## src/sv/mfm_pkg.sv

```systemverilog
// ----------------------------------------------------------------------------
// mfm_pkg
// Shared types and constants for the Q(sqrt3, sqrt5, sqrt11) multiplier.
// ----------------------------------------------------------------------------
package mfm_pkg;

    localparam int COEF_WIDTH = 64;              // signed coefficient width, 16..64
    localparam int FIELD_W    = 64;              // port field width of a coefficient
    localparam int BASIS_SIZE = 8;
    localparam int IDX_W      = $clog2(BASIS_SIZE);
    localparam int HALF_W     = (COEF_WIDTH + 1) / 2;
    localparam int PROD_W     = 2 * COEF_WIDTH;
    localparam int SCALE_W    = PROD_W + 8;      // 3*5*11 = 165 < 2^8
    localparam int ACC_W      = SCALE_W + 4;     // sign plus eight terms

    typedef enum logic [1:0] {
        SCALE_3,
        SCALE_5,
        SCALE_11
    } scale_t;

    typedef struct packed {
        logic [2:0]                coef_index;
        logic signed [FIELD_W-1:0] left_coef;
        logic signed [FIELD_W-1:0] right_coef;
        logic                      load_done;
    } load_item_t;

    typedef struct packed {
        logic [2:0]                result_index;
        logic signed [FIELD_W-1:0] result_coef;
        logic                      overflow;
        logic                      last_result;
    } result_item_t;

    typedef struct packed {
        logic [IDX_W-1:0] left_addr;
        logic [IDX_W-1:0] right_addr;
        logic             acc_clear;
        logic             opnd_load;
        logic             mul_en;
        logic [1:0]       mul_sel;    // bit0: left half, bit1: right half
        logic             prod_add;
        logic             scale_en;
        scale_t           scale_sel;
        logic             term_add;
        logic             emit;
        logic [IDX_W-1:0] res_index;
        logic             res_last;
    } dp_cmd_t;

endpackage

```

## src/sv/mfm_ctrl.sv

```systemverilog
// ----------------------------------------------------------------------------
// mfm_ctrl
// Sequencer: walks k over the result basis and i over the terms of each k.
// ----------------------------------------------------------------------------
module mfm_ctrl (
    input  logic            clk,
    input  logic            rst_n,
    input  logic            launch,
    output logic            busy,
    output mfm_pkg::dp_cmd_t cmd
);
    import mfm_pkg::*;

    typedef enum logic [2:0] {
        S_IDLE,
        S_READ,
        S_OPND,
        S_MUL,
        S_MFIN,
        S_SCALE,
        S_ACCUM,
        S_EMIT
    } state_t;

    state_t           state_reg;
    logic [IDX_W-1:0] k_reg;
    logic [IDX_W-1:0] i_reg;
    logic [1:0]       q_reg;
    logic [1:0]       b_reg;

    logic [IDX_W-1:0] j_idx;
    logic [IDX_W-1:0] common;

    assign j_idx  = i_reg ^ k_reg;
    assign common = i_reg & j_idx;

    always_ff @(posedge clk or negedge rst_n)
    begin
        if (!rst_n)
        begin
            state_reg <= S_IDLE;
            k_reg     <= '0;
            i_reg     <= '0;
            q_reg     <= '0;
            b_reg     <= '0;
        end
        else
        begin
            case (state_reg)
                S_IDLE:
                begin
                    k_reg <= '0;
                    i_reg <= '0;
                    if (launch)
                    begin
                        state_reg <= S_READ;
                    end
                end
                S_READ:
                begin
                    state_reg <= S_OPND;
                end
                S_OPND:
                begin
                    q_reg     <= '0;
                    state_reg <= S_MUL;
                end
                S_MUL:
                begin
                    q_reg <= q_reg + 2'd1;
                    if (q_reg == 2'd3)
                    begin
                        state_reg <= S_MFIN;
                    end
                end
                S_MFIN:
                begin
                    b_reg     <= '0;
                    state_reg <= S_SCALE;
                end
                S_SCALE:
                begin
                    b_reg <= b_reg + 2'd1;
                    if (b_reg == 2'd2)
                    begin
                        state_reg <= S_ACCUM;
                    end
                end
                S_ACCUM:
                begin
                    i_reg <= i_reg + 1'b1;
                    if (i_reg == IDX_W'(BASIS_SIZE - 1))
                    begin
                        state_reg <= S_EMIT;
                    end
                    else
                    begin
                        state_reg <= S_READ;
                    end
                end
                S_EMIT:
                begin
                    k_reg <= k_reg + 1'b1;
                    if (k_reg == IDX_W'(BASIS_SIZE - 1))
                    begin
                        state_reg <= S_IDLE;
                    end
                    else
                    begin
                        state_reg <= S_READ;
                    end
                end
                default:
                begin
                    state_reg <= S_IDLE;
                end
            endcase
        end
    end

    assign busy = (state_reg != S_IDLE);

    always_comb
    begin
        cmd            = '0;
        cmd.left_addr  = i_reg;
        cmd.right_addr = j_idx;
        cmd.res_index  = k_reg;
        cmd.res_last   = (k_reg == IDX_W'(BASIS_SIZE - 1));
        cmd.mul_sel    = q_reg;
        case (b_reg)
            2'd1:    cmd.scale_sel = SCALE_5;
            2'd2:    cmd.scale_sel = SCALE_11;
            default: cmd.scale_sel = SCALE_3;
        endcase
        case (state_reg)
            S_IDLE:  cmd.acc_clear = 1'b1;
            S_OPND:  cmd.opnd_load = 1'b1;
            S_MUL:
            begin
                cmd.mul_en   = 1'b1;
                cmd.prod_add = (q_reg != 2'd0);   // previous partial product
            end
            S_MFIN:  cmd.prod_add = 1'b1;
            S_SCALE: cmd.scale_en = common[b_reg];
            S_ACCUM: cmd.term_add = 1'b1;
            S_EMIT:
            begin
                cmd.emit      = 1'b1;
                cmd.acc_clear = 1'b1;
            end
            default: cmd.acc_clear = 1'b0;
        endcase
    end

endmodule

```

## config.mk

```make
export PLATFORM = sky130hd
export DESIGN_NAME = mfm_ctrl
export DESIGN_NICKNAME = d
export VERILOG_FILES = /design/src/sv/mfm_pkg.sv /design/src/sv/mfm_ctrl.sv
export SDC_FILE = /design/constraint.sdc
export NUM_CORES = 1
export LEC_CHECK = 0
export BUFFER_PORTS_ARGS = -buffer_cell sky130_fd_sc_hd__buf_2
export CORE_MARGIN = 3
export CORE_UTILIZATION = 53
export CTS_BUF_LIST = sky130_fd_sc_hd__clkbuf_4
export CTS_CLUSTER_DIAMETER = 120
export DETAILED_ROUTE_END_ITERATION = 12
export GPL_TIMING_DRIVEN = 0
export HOLD_SLACK_MARGIN = 0.02
export PLACE_DENSITY = 0.8
export SLEW_MARGIN = 20
export SYNTH_ARGS = -nofsm -noshare
export SYNTH_HDL_FRONTEND = slang
export SYNTH_SLANG_ARGS = --single-unit
export TNS_END_PERCENT = 30
```

## constraint.sdc

```tcl
create_clock -name clk -period 1.42 [get_ports clk]
set_clock_uncertainty 0.1 [all_clocks]
set_input_delay 0.284 -clock clk [delete_from_list [all_inputs] [get_ports clk]]
set_output_delay 0.284 -clock clk [all_outputs]
set_load 0.01 [all_outputs]
```

Word-level counts from Yosys, hierarchy flattened. Cells that the tools add are included. Widths: inputs -> output; s select.

Logic and storage cells: 56. Register bits after elaboration: 13. Output and inout port bits: 22. Input port bits: 3.

$lt $le $gt $ge: 1. Reduce and logical (&&, ||, !) cells: 9. Muxes and demuxes: 20. Equality and inequality tests: 15. Bitwise gates (word level): 2. Add/sub/neg operators: 4.

Operators with widths (number): $pmux 3 s8 (1); $eq 3x3->1 const B (6); $mux 3 (4); $pmux 2 s2 (3); $pmux 3 s2 (2); $reduce_bool 2->1 (5); $mux 1 (8); $add 3x1->3 const B (2); $eq 3x2->1 const B (2); $ne 2x2->1 const B (3); $add 2x1->2 const B (2); $eq 2x2->1 const B (2); $and 3x3->3 (1); $eq 3x1->1 const B (1); $logic_not 3->1 (1); $lt 2x3->1 const B (1); $reduce_and 3->1 (1); $reduce_bool 3->1 (1); $xor 3x3->3 (1); $bmux 1 s2 (1); $eq 2x1->1 const B (1); $pmux 1 s2 (1); $reduce_or 2->1 (1).

Logic depth before layout (Yosys ltp). Gate-level depths: netlist (run 1).

Word-level depth: 5. Depth in mapped cells: 5. Mapped depth without buffers: 5.

Worst setup path after synthesis (run 1). OpenSTA, ideal clock, no wires.

Path type: register to output. From: register k_reg[1]. To: output cmd[8] (netlist bit). Cell stages (with the launch flop): 5. Slack: -162 ps. Arrival: 1198 ps. Required time: 1036 ps. Path through: dfrtp_1 > inv_1 > ha_1 > mux2i_1 > a2111oi_2.

RTL lines: start, declared (line mfm_ctrl.sv:26) `logic [IDX_W-1:0] k_reg;`; start signal, assigned (line mfm_ctrl.sv:103) `k_reg <= k_reg + 1'b1;`; end, declared (line mfm_ctrl.sv:10) `output mfm_pkg::dp_cmd_t cmd`.

==> results of run 1 <==
worst max-delay path by stage:
stage / slack (ns) / end / start
2_1_floorplan: -0.05 / cmd[8] / k_reg[2]
3_3_place_gp: -0.18 / cmd[8] / k_reg[1]
3_5_place_dp: -0.20 / cmd[8] / k_reg[1]
4_1_cts: -0.42 / cmd[8] / k_reg[1]
5_1_grt: -0.55 / cmd[8] / k_reg[0]
6_report: -0.49 / cmd[8] / k_reg[2]
area by class of cell:
class | instances | area [µm²] | share of cell area (%)
plain buffers | 4 | 45.0 | 2.97
clock buffers | 4 | 30.0 | 1.98
inverters | 13 | 48.8 | 3.22
multi-input cells | 75 | 707 | 46.7
flip-flops and latches | 13 | 332 | 21.9
well taps | 16 | 20.0 | 1.32
repair buffers | 44 | 333 | 22.0
kinds of logic after synthesis:
kind of cell / after synthesis
compound gates: 27
fa+ha+maj: 12
buf+inv: 19
flops: 13
mux: 1
simple gates: 35
cells in the mapped netlist (2+ instances only):
library cell / instances / area [µm²]
dfrtp_1: 13 / 325
buf_2: 2 / 10.0
a21oi_1: 5 / 25.0
o21ai_1: 8 / 40.0
nand2_1: 11 / 41.3
nand2b_1: 4 / 25.0
inv_1: 12 / 45.0
buf_4: 4 / 30.0
o21ai_0: 4 / 20.0
a32oi_1: 2 / 17.5
nand3_1: 2 / 10.0
nor2_1: 7 / 26.3
nor2b_1: 2 / 12.5
ha_1: 12 / 150
layer usage:
layer	vias up	part of all wire, %	track usage, %	wire (µm)
li1	454	-	-	-
met1	528	36	30.5	1420
met2	80	52	49.9	2020
met3	22	8.2	6.02	322
met4	0	3.5	21.5	136
met5	-	0	0	0
worst register-to-register path, cell delays in order, from the launching register on:
cell	delay, ns
dfrtp_2	0.48
ha_1	0.22
ha_1	0.30
a32oi_1	0.25
nand2_1	0.10
through the flow:
stage	hold WS, ns	util, %	area (µm²)	setup TNS (ns)	std cells
CTS	0.287	85.2	1340	-2.97	164
detailed placement	0.0984	69.4	1090	-0.414	147
floorplan	-0.112	-	955	-0.0614	107
global route	0.327	96.1	1520	-4.45	169
global placement	0.0906	69.4	1090	-0.329	147
finish	0.294	96.1	1520	-3.71	169
repair_timing:
action,in CTS,in global routing
pin swaps,4,6
gates resized for setup,28,34
endpoints found under the hold margin,13,0
buffers inserted,13,6
hold buffers,1,0
setup endpoints to repair,16,21
power by group through the flow:
stage | combinational [mW] | clock [mW] | sequential [mW]
after floorplan | 0.916 | 0 | 0.622
after global placement | 1.28 | 0 | 0.607
after global routing | 2.53 | 0.272 | 0.665
after CTS | 1.77 | 0.266 | 0.615
final | 2.39 | 0.264 | 0.657
after detailed placement | 1.33 | 0 | 0.621
layout by cell type (no fill, tap or decap), types with 3 or more instances in the layout:
cell type / n
a21oi_1: 3
a21oi_2: 3
buf_2: 18
buf_4: 13
buf_6: 14
clkbuf_4: 5
dfrtp_1: 8
dfrtp_2: 5
ha_1: 4
ha_4: 7
inv_1: 5
inv_2: 8
nand2_1: 9
nor2_1: 3
o21ai_0: 4
o21ai_1: 7
==> out/metrics.csv, run 1 <==
metric,value,unit
worst r2r dst,i_reg[2],
adder-cell share of the synthesized area,16.1,%
Post-Syn Instances,107,
CP max-delay cell,dfrtp_1,
failing checks,setup timing,
Place WS,-0.203,ns
initial antenna violation count,0,
Final Total Pwr,3.31,mW
Slew Limit Fails,0,
Startpoint Class,flip-flop,
wire length per cell,23.1,µm
hold path start,launch,
switching share of power,47.2,%
largest family of logic cells by synthesized area,compound AO/OA/AOI/OAI gates,
ys flop type,dfrtp_1,
R2R Setup Slk,-0.13,ns
critical path type,reg2out,
RSZ-0062 raised after global routing,true,
fill count,36,
worst-path cell chain,inv_1 > ha_4 > a21oi_2 > a2111oi_4 > buf_2,
Worst IR Drop VDD,1750,µV
clk buf depth,2,
Leak,0.722,nW
CTS H-tree depth,1,
worst-skew pair later-pin latency,0.28,ns
Worst path depth,5,
Cells on Worst Hold Path,4,
CTS tree,yes,
worst r2r src,i_reg[0],
P_int,1.75,mW
post-route ant nets,0,
drt total wl,3910,µm
first-pass GRT wire length,4490,µm
Synth Area in Compound Gates,19.2,%
Starting Density,59.0,%
crit share post-route,135,%
Slew HR,79.5,%
#FFs+latches synth,13,
largest net degree at the start of global routing,14,
core area,0.00158,mm²
final setup vio count,22,
number of global-route vias before repair,993,
Ports,25,
fraction of synthesized cell area in xor and xnor cells,0,%
Buf/Inv on CP,2,
Yosys cell types,33,
NetSw,1.56,mW
"EDFF count, synth",0,
ant diodes,0,
routed via count,1084,
1st-iter DRT viols,67,
post-synthesis mux area share,1.08,%
Root Buffer,clkbuf_4,
simple logic cell fraction of the synthesized area,19.1,%
layout cell share with drive strength beyond 1,62.1,%
CP required,1.04,ns
Slowest Stage Delay on Critical Path,0.41,ns
Clock power frac,8.0,%
RD Place Congestion,0.772,
"Max FO, Critical Path",2,
Mean Syn Cell Area,8.70,µm²
CTS Sinks,13,
"delay-heaviest family, CP",flip-flops,
Comb power frac,72.2,%
Final min period,1.91,ns
Via density,6.41,
status,"finished, violations left",
Worst Hold Path EP,state_reg[0],
synth warn,0,
Seq pwr share,19.8,%
Setup crit end kind,primary output,
post-synthesis sequential area ratio,34.9,%
CP arrival,1.53,ns
total track usage,28.9,%
worst setup margin,-0.490,ns
Mapped Area,931,µm²
worst min path class,in2reg,
max-cap viol count,0,
grt total ovfl,0,
Area Growth Syn to Fin,62.8,%
final net count,169,
Die W,47.9,µm
syn nets,122,
pin slew with the least headroom to its limit,0.307,ns
input/output buffers,24,
Max Fclk,523,MHz
die area,0.00230,mm²
Num CTS Buffers,3,
"CTS clk-pin slew, worst paths",0.10,ns
drt first pass iters,4,
# rows,14,
post-DP HPWL,1730,µm
DRC,0,
final hold viol count,0,
ys async rst share,100,%
Worst R2R Path Depth,4,
Power Dens Cells,2180,mW/mm²
Die Y,47.9,µm
(Power assumes the default switching activity.)
==> run 2, diff against run 1 <==
Settings changed: CORE_UTILIZATION 53 to 58, PLACE_DENSITY 0.8 to 0.87.
Clock period 1.42 ns to 2.38 ns, I/O delays scaled along.
==> out/metrics.csv, run 2 (synthesis results as in run 1) <==
metric,value,unit,change
status,"finished, final reports clean",,
# rows,13,,-1
setup bufs post-CTS,0,,-13
Max Fclk,465,MHz,
initial antenna violation count,0,,unchanged
critical path type,reg2out,,
Slew HR,79.8,%,+0.28 points
final net count,152,,-10%
final hold viol count,0,,unchanged
Place WS,0.533,ns,+0.736 ns
"Max FO, Critical Path",4,,+2
RD Place Congestion,0.837,,+8.4%
final hold slack,0.458,ns,+0.164 ns
pin slew with the least headroom to its limit,0.303,ns,-0.00423 ns
layout cell share with drive strength beyond 1,30.1,%,-32 points
worst setup margin,0.227,ns,+0.718 ns
worst r2r src,i_reg[0],,
Setup crit end kind,primary output,,
largest net degree at the start of global routing,14,,unchanged
input/output buffers,24,,unchanged
Worst Hold Path EP,q_reg[0],,
final core occ,79.3,%,-17 points
DRC,0,,unchanged
CTS H-tree depth,1,,unchanged
crit share post-route,90.5,%,
drt total wl,2110,µm,-46%
core area,0.00140,mm²,-11%
"commonest non-fill, non-tap cell in the layout",buf_2,,
Slew Limit Fails,0,,unchanged
worst min path class,reg2reg,,
Final Total Pwr,1.28,mW,-61%
CP arrival,1.58,ns,+0.05 ns
Worst IR Drop VDD,647,µV,-63%
Worst R2R Path Depth,4,,unchanged
drt first pass iters,6,,+2
max-cap viol count,0,,unchanged
CTS tree,yes,,
Area Growth Syn to Fin,19.2,%,
Starting Density,66.5,%,+7.5 points
setup TNS,0,ns,+3.71 ns
worst-skew pair later-pin latency,0.28,ns,about the same
hold path start,q_reg[0],,
clk buf depth,2,,unchanged
worst r2r dst,i_reg[2],,
grt total ovfl,0,,unchanged
Cells on Worst Hold Path,2,,-2
Final min period,2.15,ns,
Num CTS Buffers,3,,unchanged
Startpoint Class,flip-flop,,
CP required,1.80,ns,+0.76 ns
Post-Place Cell Area,0.00107,mm²,-2.3%
post-route ant nets,0,,unchanged
"commonest non-fill, non-tap cells in the layout","buf_2 (26), dfrtp_1 (13), inv_1 (12), ha_1 (12), nand2_1 (11)",,
Ports,25,,unchanged
Die Y,46.1,µm,-3.9%
total track usage,22.8,%,-6.2 points
wire length per cell,14.0,µm,-40%
CTS Sinks,13,,unchanged
Leak,0.619,nW,-14%
number of global-route vias before repair,811,,-18%
Die W,46.1,µm,-3.9%
"CTS clk-pin slew, worst paths",0.08,ns,-0.02 ns
Via density,5.54,,-14%
1st-iter DRT viols,12,,-82%
routed via count,836,,-23%
first-pass GRT wire length,3480,µm,-22%
die area,0.00212,mm²,-7.6%
Power Dens Cells,1160,mW/mm²,-47%
Finished Layout Cells,151,,-11%
Root Buffer,clkbuf_4,,
R2R Setup Slk,0.93,ns,+1.06 ns
DP Cell Count,146,,-0.68%
post-DP HPWL,1560,µm,-9.7%
Final Cell Area,0.00111,mm²,-27%
RSZ-0062 raised after global routing,false,,
final setup vio count,0,,-100%
ant diodes,0,,unchanged
## run 2: final cells by class
type                       count  area (µm²)
buffer                         6        40.0
clock buffer                   4        30.0
fill                         108         289
inverter                      13        48.8
multi-input combinational     75         517
sequential                    13         325
tap                           15        18.8
timing repair buffer          25         130
## run 2: worst max-delay path by stage
stage | start | endpoint | cells after the start
global placement | k_reg[1] | cmd[8] | 5
CTS | k_reg[1] | cmd[8] | 5
finish | k_reg[1] | cmd[8] | 5
detailed placement | k_reg[1] | cmd[8] | 5
global route | k_reg[1] | cmd[8] | 5
floorplan | k_reg[1] | cmd[8] | 4
## run 2: power by group
part	total [mW]	switching (mW)	internal (mW)	leakage, nW
sequential	0.361	0.0682	0.293	0.170
clock	0.153	0.0768	0.0764	0.0184
combinational	0.769	0.457	0.312	0.430
total	1.28	0.602	0.682	0.619
## run 2: critical path, stage by stage, from the launching register on
cell	delay, ns
dfrtp_1	0.43
inv_1	0.12
ha_1	0.15
mux2i_1	0.08
a2111oi_2	0.34
buf_2	0.18
## run 2: what timing repair did
| item | 4_1_cts | 5_1_grt |
|---|---|---|
| gates resized for setup | 0 | 0 |
| hold endpoints to repair | 13 | 0 |
| hold buffers | 1 | 0 |
## run 2: per-layer routing
metal | GRT usage (%) | share of wire (%) | vias to the layer above
li1 | - | - | 421
met1 | 29.7 | 45 | 389
met2 | 37.1 | 50 | 23
met3 | 2.34 | 4.4 | 3
met4 | 11.4 | 0.81 | 0
met5 | 0 | 0 | -
